[src/rtl/core/dcd_pkg.sv]
package dcd_pkg;

  // pipeline depth, one register stage per entry
  localparam int NUM_STG = 7;

  // field widths
  localparam int DAY_W   = 32;
  localparam int MS_W    = 27;
  localparam int YEAR_W  = 24;
  localparam int MONTH_W = 4;
  localparam int DOM_W   = 5;
  localparam int WD_W    = 3;
  localparam int HOUR_W  = 5;
  localparam int MIN_W   = 6;
  localparam int SEC_W   = 6;

  // internal widths
  localparam int ABS_W    = 31;  // magnitude of day count
  localparam int QY_W     = 23;  // whole years passed
  localparam int DOY_W    = 9;   // day of year 1..365
  localparam int RDOY_W   = 10;  // day remainder before correction
  localparam int OCT_W    = 7;   // sum of octal digits
  localparam int SECS_W   = 18;  // whole seconds
  localparam int MT_W     = 12;  // whole minutes
  localparam int HT_W     = 6;   // whole hours
  localparam int RMS_W    = 11;
  localparam int RMIN_W   = 7;
  localparam int RHOUR_W  = 13;

  // reciprocal multipliers: estimate is the quotient or one below
  localparam int DIV365_SH   = 40;
  localparam int DIV365_MW   = 32;
  localparam int DIV365_PW   = ABS_W + DIV365_MW;
  localparam logic [DIV365_MW-1:0] DIV365_MUL = DIV365_MW'((64'd1 << DIV365_SH) / 365);

  localparam int DIV1000_SH  = 37;
  localparam int DIV1000_MW  = 28;
  localparam int DIV1000_PW  = MS_W + DIV1000_MW;
  localparam logic [DIV1000_MW-1:0] DIV1000_MUL = DIV1000_MW'((64'd1 << DIV1000_SH) / 1000);

  localparam int DIV60_SH    = 24;
  localparam int DIV60_MW    = 19;
  localparam int DIV60_PW    = SECS_W + DIV60_MW;
  localparam logic [DIV60_MW-1:0] DIV60_MUL = DIV60_MW'((64'd1 << DIV60_SH) / 60);

  localparam int DIV3600_SH  = 29;
  localparam int DIV3600_MW  = 18;
  localparam int DIV3600_PW  = SECS_W + DIV3600_MW;
  localparam logic [DIV3600_MW-1:0] DIV3600_MUL =
    DIV3600_MW'((64'd1 << DIV3600_SH) / 3600);

  // calendar and clock constants
  localparam logic [ABS_W-1:0]   DAYS_PER_YEAR  = ABS_W'(365);
  localparam logic [DOY_W-1:0]   DOY_LAST       = DOY_W'(365);
  localparam logic [MS_W-1:0]    MS_PER_SEC     = MS_W'(1000);
  localparam logic [SECS_W-1:0]  SEC_PER_MIN    = SECS_W'(60);
  localparam logic [SECS_W-1:0]  SEC_PER_HOUR   = SECS_W'(3600);
  localparam logic [MT_W-1:0]    MIN_PER_HOUR   = MT_W'(60);
  localparam logic [HT_W-1:0]    HOURS_PER_DAY  = HT_W'(24);
  localparam logic [3:0]         DAYS_PER_WEEK  = 4'd7;
  localparam logic [3:0]         WEEK_SHIFT     = 4'd4;

  typedef logic [NUM_STG-1:0] stg_vec_t;

  // last day of year of month idx (0 is January)
  function automatic logic [DOY_W-1:0] month_end(input logic [3:0] idx);
    logic [DOY_W-1:0] e;
    case (idx)
      4'd0:    e = DOY_W'(31);
      4'd1:    e = DOY_W'(59);
      4'd2:    e = DOY_W'(90);
      4'd3:    e = DOY_W'(120);
      4'd4:    e = DOY_W'(151);
      4'd5:    e = DOY_W'(181);
      4'd6:    e = DOY_W'(212);
      4'd7:    e = DOY_W'(243);
      4'd8:    e = DOY_W'(273);
      4'd9:    e = DOY_W'(304);
      4'd10:   e = DOY_W'(334);
      default: e = DOY_W'(365);
    endcase
    return e;
  endfunction

  // days of the year before month m (1 is January)
  function automatic logic [DOY_W-1:0] month_before(input logic [MONTH_W-1:0] m);
    logic [DOY_W-1:0] b;
    case (m)
      4'd2:    b = DOY_W'(31);
      4'd3:    b = DOY_W'(59);
      4'd4:    b = DOY_W'(90);
      4'd5:    b = DOY_W'(120);
      4'd6:    b = DOY_W'(151);
      4'd7:    b = DOY_W'(181);
      4'd8:    b = DOY_W'(212);
      4'd9:    b = DOY_W'(243);
      4'd10:   b = DOY_W'(273);
      4'd11:   b = DOY_W'(304);
      4'd12:   b = DOY_W'(334);
      default: b = DOY_W'(0);
    endcase
    return b;
  endfunction

endpackage

[src/rtl/core/dcd_if.sv]
interface dcd_in_if import dcd_pkg::*; ();
  logic                     valid;
  logic                     ready;
  logic signed [DAY_W-1:0]  day_number;
  logic        [MS_W-1:0]   millisecond_of_day;

  modport source (output valid, day_number, millisecond_of_day, input ready);
  modport sink   (input valid, day_number, millisecond_of_day, output ready);
endinterface

interface dcd_out_if import dcd_pkg::*; ();
  logic                     valid;
  logic                     ready;
  logic signed [YEAR_W-1:0] year;
  logic [MONTH_W-1:0]       month;
  logic [DOM_W-1:0]         day_of_month;
  logic [WD_W-1:0]          weekday;
  logic [HOUR_W-1:0]        hour;
  logic [MIN_W-1:0]         minute;
  logic [SEC_W-1:0]         second;

  modport source (output valid, year, month, day_of_month, weekday, hour, minute, second,
                  input ready);
  modport sink   (input valid, year, month, day_of_month, weekday, hour, minute, second,
                  output ready);
endinterface

[src/rtl/core/dcd_date_pipe.sv]
module dcd_date_pipe import dcd_pkg::*; (
  input  logic                     clk,
  input  stg_vec_t                 en,
  input  logic signed [DAY_W-1:0]  day_number,
  output logic signed [YEAR_W-1:0] year,
  output logic [MONTH_W-1:0]       month,
  output logic [DOM_W-1:0]         day_of_month,
  output logic [WD_W-1:0]          weekday
);

  logic                   neg0_r;
  logic [ABS_W-1:0]       abs0_r;
  logic [DIV365_PW-1:0]   prod0_r;
  logic [OCT_W-1:0]       oct0_r;

  logic                   neg1_r;
  logic [QY_W-1:0]        q1_r;
  logic [RDOY_W-1:0]      r1_r;
  logic [3:0]             fold1_r;

  logic                   neg2_r;
  logic [QY_W-1:0]        q2_r;
  logic [DOY_W-1:0]       r2_r;
  logic [2:0]             xm2_r;

  logic signed [YEAR_W-1:0] year3_r;
  logic [DOY_W-1:0]       doy3_r;
  logic [WD_W-1:0]        wd3_r;

  logic signed [YEAR_W-1:0] year4_r;
  logic [DOY_W-1:0]       doy4_r;
  logic [MONTH_W-1:0]     month4_r;
  logic [WD_W-1:0]        wd4_r;

  logic signed [YEAR_W-1:0] year5_r;
  logic [MONTH_W-1:0]     month5_r;
  logic [DOM_W-1:0]       dom5_r;
  logic [WD_W-1:0]        wd5_r;

  logic signed [YEAR_W-1:0] year_r;
  logic [MONTH_W-1:0]     month_r;
  logic [DOM_W-1:0]       dom_r;
  logic [WD_W-1:0]        wd_r;

  logic [ABS_W-1:0]       abs_nxt;
  logic [OCT_W-1:0]       oct_nxt;
  logic [DAY_W-1:0]       biased;
  logic [ABS_W-1:0]       rem_full;
  logic [3:0]             s3;
  logic [QY_W-1:0]        yp;
  logic signed [YEAR_W-1:0] ypos;
  logic [3:0]             wsum;
  logic [MONTH_W-1:0]     month_nxt;
  logic [DOY_W-1:0]       dom_full;

  // stage 0: magnitude of the day number, reciprocal multiply, octal digit sum
  always_comb begin
    abs_nxt = day_number[DAY_W-1] ? ~day_number[ABS_W-1:0] : day_number[ABS_W-1:0];
    // day + 2^31 is nonnegative; 8 is 1 mod 7 so octal digits add up mod 7
    biased  = {~day_number[DAY_W-1], day_number[DAY_W-2:0]};
    oct_nxt = OCT_W'(biased[DAY_W-1:DAY_W-2]);
    for (int i = 0; i < 10; i++) begin
      oct_nxt = oct_nxt + OCT_W'(biased[3*i +: 3]);
    end
  end

  always_ff @(posedge clk) begin
    if (en[0]) begin
      neg0_r  <= day_number[DAY_W-1];
      abs0_r  <= abs_nxt;
      prod0_r <= DIV365_PW'(abs_nxt) * DIV365_PW'(DIV365_MUL);
      oct0_r  <= oct_nxt;
    end
  end

  // stage 1: quotient estimate and its remainder
  assign rem_full = abs0_r - ABS_W'(ABS_W'(prod0_r[DIV365_PW-1:DIV365_SH]) * DAYS_PER_YEAR);

  always_ff @(posedge clk) begin
    if (en[1]) begin
      neg1_r  <= neg0_r;
      q1_r    <= prod0_r[DIV365_PW-1:DIV365_SH];
      r1_r    <= rem_full[RDOY_W-1:0];
      fold1_r <= 4'(oct0_r[6]) + 4'(oct0_r[5:3]) + 4'(oct0_r[2:0]);
    end
  end

  // stage 2: correct quotient, finish mod 7
  assign s3 = 4'(fold1_r[3]) + 4'(fold1_r[2:0]);

  always_ff @(posedge clk) begin
    if (en[2]) begin
      neg2_r <= neg1_r;
      if (r1_r >= RDOY_W'(DAYS_PER_YEAR)) begin
        q2_r <= q1_r + QY_W'(1);
        r2_r <= DOY_W'(r1_r - RDOY_W'(DAYS_PER_YEAR));
      end else begin
        q2_r <= q1_r;
        r2_r <= r1_r[DOY_W-1:0];
      end
      xm2_r <= (s3 >= DAYS_PER_WEEK) ? 3'(s3 - DAYS_PER_WEEK) : s3[2:0];
    end
  end

  // stage 3: signed year, day of year, weekday
  always_comb begin
    yp   = q2_r + QY_W'(1);
    ypos = $signed({1'b0, yp});
    wsum = 4'(xm2_r) + WEEK_SHIFT;
  end

  always_ff @(posedge clk) begin
    if (en[3]) begin
      year3_r <= neg2_r ? -ypos : ypos;
      doy3_r  <= neg2_r ? (DOY_LAST - r2_r) : (r2_r + DOY_W'(1));
      wd3_r   <= (wsum >= DAYS_PER_WEEK) ? WD_W'(wsum - DAYS_PER_WEEK + 4'd1)
                                         : WD_W'(wsum + 4'd1);
    end
  end

  // stage 4: month by comparing against month ends
  always_comb begin
    month_nxt = MONTH_W'(1);
    for (int i = 0; i < 11; i++) begin
      month_nxt = month_nxt + MONTH_W'(doy3_r > month_end(4'(i)));
    end
  end

  always_ff @(posedge clk) begin
    if (en[4]) begin
      year4_r  <= year3_r;
      doy4_r   <= doy3_r;
      month4_r <= month_nxt;
      wd4_r    <= wd3_r;
    end
  end

  // stage 5: day within the month
  assign dom_full = doy4_r - month_before(month4_r);

  always_ff @(posedge clk) begin
    if (en[5]) begin
      year5_r  <= year4_r;
      month5_r <= month4_r;
      dom5_r   <= dom_full[DOM_W-1:0];
      wd5_r    <= wd4_r;
    end
  end

  // stage 6: output register
  always_ff @(posedge clk) begin
    if (en[6]) begin
      year_r  <= year5_r;
      month_r <= month5_r;
      dom_r   <= dom5_r;
      wd_r    <= wd5_r;
    end
  end

  assign year         = year_r;
  assign month        = month_r;
  assign day_of_month = dom_r;
  assign weekday      = wd_r;

endmodule

[src/rtl/core/dcd_time_pipe.sv]
module dcd_time_pipe import dcd_pkg::*; (
  input  logic              clk,
  input  stg_vec_t          en,
  input  logic [MS_W-1:0]   millisecond_of_day,
  output logic [HOUR_W-1:0] hour,
  output logic [MIN_W-1:0]  minute,
  output logic [SEC_W-1:0]  second
);

  logic [MS_W-1:0]        ms0_r;
  logic [DIV1000_PW-1:0]  pms0_r;

  logic [SECS_W-1:0]      q1_r;
  logic [RMS_W-1:0]       rem1_r;

  logic [SECS_W-1:0]      secs2_r;

  logic [SECS_W-1:0]      secs3_r;
  logic [DIV60_PW-1:0]    pmin3_r;
  logic [DIV3600_PW-1:0]  phour3_r;

  logic [MT_W-1:0]        mte4_r;
  logic [HT_W-1:0]        hte4_r;
  logic [RMIN_W-1:0]      rs4_r;
  logic [RHOUR_W-1:0]     rh4_r;

  logic [MT_W-1:0]        mt5_r;
  logic [HT_W-1:0]        ht5_r;
  logic [SEC_W-1:0]       sec5_r;

  logic [HOUR_W-1:0]      hour_r;
  logic [MIN_W-1:0]       min_r;
  logic [SEC_W-1:0]       sec_r;

  logic [MS_W-1:0]        ms_rem;
  logic [MT_W-1:0]        mte;
  logic [HT_W-1:0]        hte;
  logic [SECS_W-1:0]      rs_full;
  logic [SECS_W-1:0]      rh_full;
  logic [MT_W-1:0]        min_full;

  // stage 0: ms times reciprocal of 1000
  always_ff @(posedge clk) begin
    if (en[0]) begin
      ms0_r  <= millisecond_of_day;
      pms0_r <= DIV1000_PW'(millisecond_of_day) * DIV1000_PW'(DIV1000_MUL);
    end
  end

  // stage 1: seconds estimate and leftover ms
  assign ms_rem = ms0_r - MS_W'(MS_W'(pms0_r[DIV1000_PW-1:DIV1000_SH]) * MS_PER_SEC);

  always_ff @(posedge clk) begin
    if (en[1]) begin
      q1_r   <= pms0_r[DIV1000_PW-1:DIV1000_SH];
      rem1_r <= ms_rem[RMS_W-1:0];
    end
  end

  // stage 2: corrected whole seconds
  always_ff @(posedge clk) begin
    if (en[2]) begin
      secs2_r <= (rem1_r >= RMS_W'(MS_PER_SEC)) ? q1_r + SECS_W'(1) : q1_r;
    end
  end

  // stage 3: reciprocal multiplies for minutes and hours
  always_ff @(posedge clk) begin
    if (en[3]) begin
      secs3_r  <= secs2_r;
      pmin3_r  <= DIV60_PW'(secs2_r) * DIV60_PW'(DIV60_MUL);
      phour3_r <= DIV3600_PW'(secs2_r) * DIV3600_PW'(DIV3600_MUL);
    end
  end

  // stage 4: estimates and remainders
  always_comb begin
    mte     = pmin3_r[DIV60_SH +: MT_W];
    hte     = phour3_r[DIV3600_SH +: HT_W];
    rs_full = secs3_r - SECS_W'(SECS_W'(mte) * SEC_PER_MIN);
    rh_full = secs3_r - SECS_W'(SECS_W'(hte) * SEC_PER_HOUR);
  end

  always_ff @(posedge clk) begin
    if (en[4]) begin
      mte4_r <= mte;
      hte4_r <= hte;
      rs4_r  <= rs_full[RMIN_W-1:0];
      rh4_r  <= rh_full[RHOUR_W-1:0];
    end
  end

  // stage 5: correct minutes, hours and second
  always_ff @(posedge clk) begin
    if (en[5]) begin
      if (rs4_r >= RMIN_W'(SEC_PER_MIN)) begin
        mt5_r  <= mte4_r + MT_W'(1);
        sec5_r <= SEC_W'(rs4_r - RMIN_W'(SEC_PER_MIN));
      end else begin
        mt5_r  <= mte4_r;
        sec5_r <= rs4_r[SEC_W-1:0];
      end
      ht5_r <= (rh4_r >= RHOUR_W'(SEC_PER_HOUR)) ? hte4_r + HT_W'(1) : hte4_r;
    end
  end

  // stage 6: minute of hour, hour wraps at one day
  assign min_full = mt5_r - MT_W'(MT_W'(ht5_r) * MIN_PER_HOUR);

  always_ff @(posedge clk) begin
    if (en[6]) begin
      min_r  <= min_full[MIN_W-1:0];
      hour_r <= (ht5_r >= HOURS_PER_DAY) ? HOUR_W'(ht5_r - HOURS_PER_DAY) : ht5_r[HOUR_W-1:0];
      sec_r  <= sec5_r;
    end
  end

  assign hour   = hour_r;
  assign minute = min_r;
  assign second = sec_r;

endmodule

[src/rtl/core/day_count_to_calendar_date_core.sv]
// an accepted request moves through stages 0 to 6 to its result on the output
// throughput: one request per cycle unless stalled; a stage advances if empty or if the
// stage after it moves, so bubbles close up and a stalled output holds only its own slot
// the 7 register stages hold the reciprocal multiplies by 365, 1000, 60 and 3600
// reset clears the stage valid bits; data registers are not reset
module day_count_to_calendar_date_core import dcd_pkg::*; (
  input  logic  clk,
  input  logic  rst_n,
  dcd_in_if.sink    in_ch,
  dcd_out_if.source out_ch
);

  stg_vec_t vld_r;
  stg_vec_t vld_nxt;
  stg_vec_t en;

  // stage advance, from the output back to the input
  always_comb begin
    en[NUM_STG-1] = !vld_r[NUM_STG-1] || out_ch.ready;
    for (int k = NUM_STG - 2; k >= 0; k--) begin
      en[k] = !vld_r[k] || en[k+1];
    end
  end

  // valid bits travel with the data
  always_comb begin
    vld_nxt = vld_r;
    if (en[0]) begin
      vld_nxt[0] = in_ch.valid;
    end
    for (int k = 1; k < NUM_STG; k++) begin
      if (en[k]) begin
        vld_nxt[k] = vld_r[k-1];
      end
    end
  end

  always_ff @(posedge clk) begin
    if (!rst_n) begin
      vld_r <= '0;
    end else begin
      vld_r <= vld_nxt;
    end
  end

  assign in_ch.ready  = en[0];
  assign out_ch.valid = vld_r[NUM_STG-1];

  // calendar date and weekday
  dcd_date_pipe u_date (
    .clk          (clk),
    .en           (en),
    .day_number   (in_ch.day_number),
    .year         (out_ch.year),
    .month        (out_ch.month),
    .day_of_month (out_ch.day_of_month),
    .weekday      (out_ch.weekday)
  );

  // time of day
  dcd_time_pipe u_time (
    .clk                (clk),
    .en                 (en),
    .millisecond_of_day (in_ch.millisecond_of_day),
    .hour               (out_ch.hour),
    .minute             (out_ch.minute),
    .second             (out_ch.second)
  );

  // date fields in range on every result
  a_date_range: assert property (@(posedge clk) disable iff (!rst_n)
    out_ch.valid |-> (out_ch.month >= 4'd1 && out_ch.month <= 4'd12 &&
                      out_ch.day_of_month >= 5'd1 && out_ch.day_of_month <= 5'd31 &&
                      out_ch.year != '0))
    else $error("date field out of range");

  // weekday in range
  a_weekday_range: assert property (@(posedge clk) disable iff (!rst_n)
    out_ch.valid |-> (out_ch.weekday >= 3'd1 && out_ch.weekday <= 3'd7))
    else $error("weekday out of range");

  // time fields in range
  a_time_range: assert property (@(posedge clk) disable iff (!rst_n)
    out_ch.valid |-> (out_ch.hour <= 5'd23 && out_ch.minute <= 6'd59 &&
                      out_ch.second <= 6'd59))
    else $error("time field out of range");

  // a request taken while the first stage holds an item means that item moved on
  a_no_overwrite: assert property (@(posedge clk) disable iff (!rst_n)
    (in_ch.valid && in_ch.ready && vld_r[0]) |=> vld_r[1])
    else $error("stage 0 item overwritten");

endmodule
[src/flat_wrapper.sv]
// flat-port wrapper written by rule: the top's interface ports become plain ports
module day_count_to_calendar_date_core_flat import dcd_pkg::*;
  (clk, rst_n, in_ch_valid, in_ch_day_number, in_ch_millisecond_of_day, in_ch_ready, out_ch_valid, out_ch_year, out_ch_month, out_ch_day_of_month, out_ch_weekday, out_ch_hour, out_ch_minute, out_ch_second, out_ch_ready);
  dcd_in_if in_ch_i ();
  dcd_out_if out_ch_i ();
  input  logic clk;
  input  logic rst_n;
  input wire logic [$bits(in_ch_i.valid)-1:0] in_ch_valid;
  input wire logic [$bits(in_ch_i.day_number)-1:0] in_ch_day_number;
  input wire logic [$bits(in_ch_i.millisecond_of_day)-1:0] in_ch_millisecond_of_day;
  output wire logic [$bits(in_ch_i.ready)-1:0] in_ch_ready;
  output wire logic [$bits(out_ch_i.valid)-1:0] out_ch_valid;
  output wire logic [$bits(out_ch_i.year)-1:0] out_ch_year;
  output wire logic [$bits(out_ch_i.month)-1:0] out_ch_month;
  output wire logic [$bits(out_ch_i.day_of_month)-1:0] out_ch_day_of_month;
  output wire logic [$bits(out_ch_i.weekday)-1:0] out_ch_weekday;
  output wire logic [$bits(out_ch_i.hour)-1:0] out_ch_hour;
  output wire logic [$bits(out_ch_i.minute)-1:0] out_ch_minute;
  output wire logic [$bits(out_ch_i.second)-1:0] out_ch_second;
  input wire logic [$bits(out_ch_i.ready)-1:0] out_ch_ready;
  assign in_ch_i.valid = in_ch_valid;
  assign in_ch_i.day_number = in_ch_day_number;
  assign in_ch_i.millisecond_of_day = in_ch_millisecond_of_day;
  assign in_ch_ready = in_ch_i.ready;
  assign out_ch_valid = out_ch_i.valid;
  assign out_ch_year = out_ch_i.year;
  assign out_ch_month = out_ch_i.month;
  assign out_ch_day_of_month = out_ch_i.day_of_month;
  assign out_ch_weekday = out_ch_i.weekday;
  assign out_ch_hour = out_ch_i.hour;
  assign out_ch_minute = out_ch_i.minute;
  assign out_ch_second = out_ch_i.second;
  assign out_ch_i.ready = out_ch_ready;
  day_count_to_calendar_date_core u_core (.clk(clk), .rst_n(rst_n), .in_ch(in_ch_i), .out_ch(out_ch_i));
endmodule
[config.mk]
export PLATFORM = sky130hd
export DESIGN_NAME = day_count_to_calendar_date_core_flat
export DESIGN_NICKNAME = d
export VERILOG_FILES = /design/src/rtl/core/dcd_pkg.sv /design/src/rtl/core/dcd_if.sv /design/src/rtl/core/dcd_date_pipe.sv /design/src/rtl/core/dcd_time_pipe.sv /design/src/rtl/core/day_count_to_calendar_date_core.sv /design/src/flat_wrapper.sv
export SDC_FILE = /design/constraint.sdc
export NUM_CORES = 2
export LEC_CHECK = 0
export BUFFER_PORTS_ARGS = -buffer_cell sky130_fd_sc_hd__buf_2
export CORE_AREA = 2 2 297 299
export CTS_CLUSTER_SIZE = 30
export DETAILED_ROUTE_END_ITERATION = 8
export DIE_AREA = 0 0 299 301
export MAX_ROUTING_LAYER = met4
export PLACE_DENSITY = 0.73
export SLEW_MARGIN = 20
export SYNTH_ARGS = -nofsm -noshare
export SYNTH_HDL_FRONTEND = slang
export SYNTH_SLANG_ARGS = --single-unit
[constraint.sdc]
create_clock -name clk -period 18.4 [get_ports clk]
set_input_delay 0.92 -clock clk [delete_from_list [all_inputs] [get_ports clk]]
set_output_delay 0.92 -clock clk [all_outputs]
set_load 0.05 [all_outputs]
; ---- Word-level counts from Yosys, hierarchy flattened
; Memory sizes are Yosys's and may differ from the RTL's. A register that Yosys moved wholly into a read port is not among the register bits.
; Index checks and enable logic that the tools add are counted.
[totals]
register_bits = 563
latch_bits = 0
ramBits = 0
mem_bits_ro = 144
input_bits = 63
output_inout_bits = 55
elab_cells = 156
n_memories = 1
[op_classes]
addsub = 46
n_mul = 9
div = 0
magnitude_cmp = 18
n_eq_ne = 0
n_shift = 0
muxes = 13
bitwise = 2
n_reduce_logical = 14
[mem_list]
columns = memory, depth, width, read_ports, rd_ports_with_merged_regs, write_ports, line_no
row1 = (no name shown), 16, 9, 1, 1, 0, dcd_pkg.sv:88  ; case (m)
[op_table]
columns = op, count
row1 = "18-bit by 17-bit multiplier with 34-bit output, second input constant", 2
row2 = "31-bit by 28-bit multiplier with 59-bit output, second input constant", 1
row3 = "27-bit by 28-bit multiplier with 55-bit output, second input constant", 1
row4 = "23-bit by 1-bit adder with 23-bit output, second input constant", 2
row5 = 23-bit 2-to-1 mux, 2
row6 = 7-bit by 3-bit adder with 7-bit output, 6
row7 = "9-bit by 8-bit > comparator with 1-bit output, second input constant", 4
row8 = 4-bit by 1-bit adder with 4-bit output, 8
row9 = 31-bit 2-to-1 mux, 1
row10 = 31-bit NOT, 1
row11 = "9-bit > comparator, second input constant", 3
row12 = 23-bit negator with 24-bit output, 1
row13 = "23-bit by 9-bit multiplier with 10-bit output, second input constant", 1
row14 = "18-bit by 1-bit adder with 18-bit output, second input constant", 1
row15 = "9-bit by 7-bit > comparator with 1-bit output, second input constant", 2
row16 = "18-bit by 7-bit multiplier with 8-bit output, second input constant", 1
row17 = 18-bit 2-to-1 mux, 1
row18 = 6-bit 2-to-1 mux, 3
row19 = 9-bit 2-to-1 mux, 2
row20 = "13-bit by 12-bit greater-or-equal comparator with 1-bit output, second input constant", 1
row21 = 13-bit subtractor, 1
row22 = "6-bit by 1-bit adder with 6-bit output, second input constant", 2
row23 = "12-bit by 4-bit multiplier with 5-bit output, second input constant", 1
row24 = "11-bit by 10-bit greater-or-equal comparator with 1-bit output, second input constant", 1
row25 = 36 further kinds, 53

; ---- Longest topological paths before layout
[logic_depth]
depth_word = 13
mapped_depth = 29
ltp_nobuf = 26

; ---- By module
; From an unflattened synthesis, not the netlist that was laid out.
[hier_totals]
cells_unflattened = 4902
area_unflattened_um2 = 52949.5
[by_module_without_submodules]
columns = mod, instances, cells_per_inst, area_each_um2, seq_area_each_um2
row1 = dcd_date_pipe, 1, 2688, 28952.8, 7877.6
row2 = dcd_time_pipe, 1, 2183, 23707.7, 4744.6
row3 = day_count_to_calendar_date_core, 1, 31, 289.0, 140.1

; ---- Worst setup path before layout
; Ideal clock, no wire load.
[synth_timing]
path_type = input to register
startpoint = input in_ch_day_number[31]
endpoint = register u_core.u_date.prod0_r[58] (data pin)
setup_ns = 0.263
t_arrival_ns = 8.265
required_time_ns = 18.137
setup_slack_ns = 9.872
stages = 26
n_path_buf = 4
cell_sequence = clkbuf_1 -> buf_1 -> clkbuf_1 -> xor2_1 -> ha_1 -> fa_1 -> inv_1 -> fa_1 -> inv_1 -> fa_1 -> fa_1 -> fa_1 -> inv_1 -> fa_1 -> inv_1 -> ha_1 -> a2111oi_0 -> o21ai_0 -> a311o_1 -> o311ai_1 -> a31o_2 -> buf_2 -> o21ai_1 -> a221o_1 -> nand3_1 -> a31oi_1
[synth_between]
elab_chain_cells = 2
[synth_rtl]
columns = element, line_no
row1 = "start, declared", flat_wrapper.sv:9  ; input wire logic [$bits(in_ch_i.day_number)-1:0] in_ch_day_number;
row2 = 31-bit 2-to-1 mux, dcd_date_pipe.sv:58  ; abs_nxt = day_number[DAY_W-1] ? ~day_number[ABS_W-1:0] : day_number[ABS_W-1:0];
row3 = 31-bit by 28-bit multiplier with 59-bit output, dcd_date_pipe.sv:71  ; prod0_r <= DIV365_PW'(abs_nxt) * DIV365_PW'(DIV365_MUL);
row4 = "end signal, assigned", dcd_date_pipe.sv:71
row5 = "end, declared", dcd_date_pipe.sv:13  ; logic [DIV365_PW-1:0] prod0_r;
; No other way between the ends.
; A chain may end at the register's enable or synchronous reset.

; ---- Worst setup path in the final report
[layout_timing]
startpoint = input in_ch_day_number[31]
endpoint = register u_core.u_date.prod0_r[62] (data pin)
; Same word-level chain as after synthesis.

==> flow_metrics.py <==
metrics = {
    "status": {
        "status": "completed",
    },
    "timing": {
        "drv_slew": 0,
        "setup_tns_ns": 0,
        "relSlewSlack_pct": 24.5,
        "max_slew.worst_pin.slew_ns": 1.13,
        "clock_skew_ns": 0.0264,
        "maximum_clock_rate_ghz": 0.116,
        "final-setup-viol-count": 0,
        "setup_repair_after_global_routing_missed_its_margin": "no",
        "finalHoldViolations": 0,
        "final.min_clock_period_ns": 8.66,
        "min_period_over_period_pct": 47.0,
    },
    "flow_run": {
        "timing.max_cap.violations": 0,
    },
    "clocking": {
        "clock_buffers_created_by_tritoncts": 41,
        "cts_setup_buffers": 0,
        "cts.htree.levels": 2,
        "post_cts_resized": 0,
        "clkTransAtPathRegs_ns": 0.06,
        "clkLatencyLatePin_ns": 0.58,
        "cts_tree": "built",
        "max-clock-path-buffers": 3,
        "cts.root.buffer_cell": "clkbuf_16",
        "cts_hold_repair.buffers": 0,
        "numClockSinks": 429,
    },
    "floorplan": {
        "core.rowCount": 108,
        "die_y_um": 301,
        "die-width_um": 299,
        "overall_die_area_um2": 90000,
        "initial_core_util_pct": 59.6,
        "io-pin-count": 118,
        "core_region_area_um2": 86500,
    },
    "placement": {
        "routabilityCongestion": 1.02,
        "dpl.hpwl_mm": 99.3,
        "port_buffers": 117,
        "dpl_cell_area_um2": 53500,
    },
    "setup_path": {
        "critical_path_required_ns": 18.72,
        "rr_startpoint": "u_core.u_time.secs2_r[9]",
        "critical_path_buf_inv_count": 6,
        "crit_path_max_incr_delay_ns": 0.83,
        "cp_data_arrival_time_ns": 8.98,
        "crit_fanout": 33,
        "critical_path.startpoint": "in_ch_day_number[31]",
        "critPathLaunchType": "input pin",
        "crit_path_end_kind": "register",
        "critPathTopFamily": "adder cells",
        "setup.worst_path.class": "in2reg",
        "critical-path-slowest-cell": "buf_2",
        "worst_path_most_repeated_cell": "fa_1",
    },
    "drt": {
        "routedWlPerCell_um": 19.4,
        "drc": 0,
        "initialDrtViolationCount": 1870,
        "postRouteAntennaNets": 0,
        "dr_total_vias": 31675,
        "drt-pass1-iter-count": 7,
        "drt_wl_total_mm": 116,
        "drt-vias-per-instance": 5.30,
    },
    "grt": {
        "globalRoute.totalOverflow": 0,
        "grt_use_total_pct": 27.7,
        "grt_antenna_before_repair": 0,
        "vias_in_the_first_global_route": 33251,
        "grt_start_max_net_pins": 69,
        "first_pass_grt_wire_length_mm": 185,
    },
    "synth": {
        "synth_area_per_cell_um2": 11.0,
        "synth_top_cells_by_count": "inv_1, ha_1, fa_1",
        "synth_largest_area_cell": "fa_1",
        "synth_fp_nets": 6330,
        "syn_area_um2": 51600,
        "yosysSeqAreaShare_pct": 24.7,
        "post-synth-top-area-fraction_pct": 27.2,
        "synth.distinct_cells": 81,
        "synth_register_bits": 429,
        "number_of_enable_flip_flop_cells_after_synthesis": 417,
        "async_reset_ff_share_pct": 0,
        "synthMostInstantiatedCell": "inv_1",
        "yosys-top-cells-area": "fa_1, edfxtp_1, ha_1",
        "ys.flop_type": "edfxtp_1",
        "syn_inst": 4668,
        "synth.yosys.warnings": 0,
    },
    "final_layout": {
        "finalNetCount": 6451,
        "fill_cells": 6983,
        "areaGrowthSynthToFinish_pct": 6.21,
        "fraction_of_final_layout_cells_with_drive_strength_greater_than_1_pct": 5.10,
        "finalCoreUtilization_pct": 63.3,
        "postLayoutCellArea_um2": 54800,
        "n_antenna_cell": 0,
    },
    "min_path": {
        "min-delay-path-class": "reg2reg",
        "timing.hold.worst.start": "u_core.u_date.prod0_r[52]",
    },
}
==> area by class of cell <==
class / count / area, µm² / share of cell area [%]
Tap cell: 1155 / 1450 / 2.64
Timing Repair Buffer: 126 / 653 / 1.19
Clock buffer: 46 / 1040 / 1.91
Sequential cell: 429 / 12800 / 23.3
Inverter: 1295 / 4860 / 8.87
Clock inverter: 27 / 258 / 0.470
Multi-Input combinational cell: 2896 / 33800 / 61.6
==> stage by stage <==
stage	setup WS, ns	std cells	hold WS [ns]
detailed placement	9.17	5901	0.405
global route	9.25	5974	0.400
floorplan	9.87	4668	0.400
global placement	9.27	5901	0.401
CTS	9.76	5974	0.391
finish	9.74	5974	0.394
==> metal layers <==
layer | part of all wire, % | vias to the layer above | global-route usage (%)
li1 | - | 15077 | -
met1 | 46 | 15687 | 39.3
met2 | 46 | 786 | 43.5
met3 | 5.7 | 125 | 3.32
met4 | 1.8 | 0 | 5.38
met5 | 0 | - | -
==> logic make-up (layout without fill, tap and decap cells) <==
kind of cell	after synthesis	after routing	synth area share, %
AOI/OAI and AO/OA	393	393	5.02
xor gates and xnor gates	345	345	5.86
muxes	18	18	0.378
adders and majority gates	1599	1599	49.0
buffers and inverters	1343	1494	9.83
DFF	429	429	24.7
and+or+nand+nor	541	541	5.18
==> worst register-to-register path: stages, from the launching register on <==
cell and delay [ns]:
edfxtp_1 0.76, ha_1 0.37, ha_1 0.32, fa_1 0.48
fa_1 0.52, fa_1 0.52, fa_1 0.50, ha_1 0.33
a21o_1 0.16, a21o_1 0.17, a21o_1 0.17, a311o_1 0.33
or3_1 0.32, a211oi_1 0.26, o31ai_1 0.16, a21oi_1 0.21
xnor2_1 0.08
==> sequential cells by signal, summed over array words and instances (netlist names), 13 cells and up, named ones only <==
register	cells
u_core.u_date.year3_r	24
u_core.u_date.year4_r	24
u_core.u_date.year5_r	24
u_core.u_date.year	24
u_core.u_date.prod0_r	23
u_core.u_date.q1_r	23
u_core.u_date.q2_r	23
u_core.u_time.pms0_r	18
u_core.u_time.q1_r	18
u_core.u_time.secs2_r	18
u_core.u_time.secs3_r	13
==> worst paths after layout <==
path,to,slack (ns),cells after the start
min,u_core.u_date.q1_r[12],0.39,0
max reg2reg,u_core.u_time.phour3_r[34],12.52,16
min reg2reg,u_core.u_date.q1_r[12],0.39,0
max,u_core.u_date.prod0_r[62],9.74,25
==> layout by cell type, fill, tap and decap left out, types with 47 or more instances in the layout <==
master | netlist | layout
inv_1 | 1293 | 1289
ha_1 | 899 | 899
fa_1 | 700 | 700
edfxtp_1 | 417 | 417
xnor2_1 | 191 | 191
xor2_1 | 154 | 154
nor2_1 | 144 | 144
nand2_1 | 126 | 123
buf_2 | 1 | 117
a21oi_1 | 102 | 101
a21o_1 | 80 | 80
o21ai_0 | 68 | 68
nand3_1 | 47 | 47
Power is not shown: default switching activity piles up to over one toggle a cycle in this logic, so the estimate is an artifact.
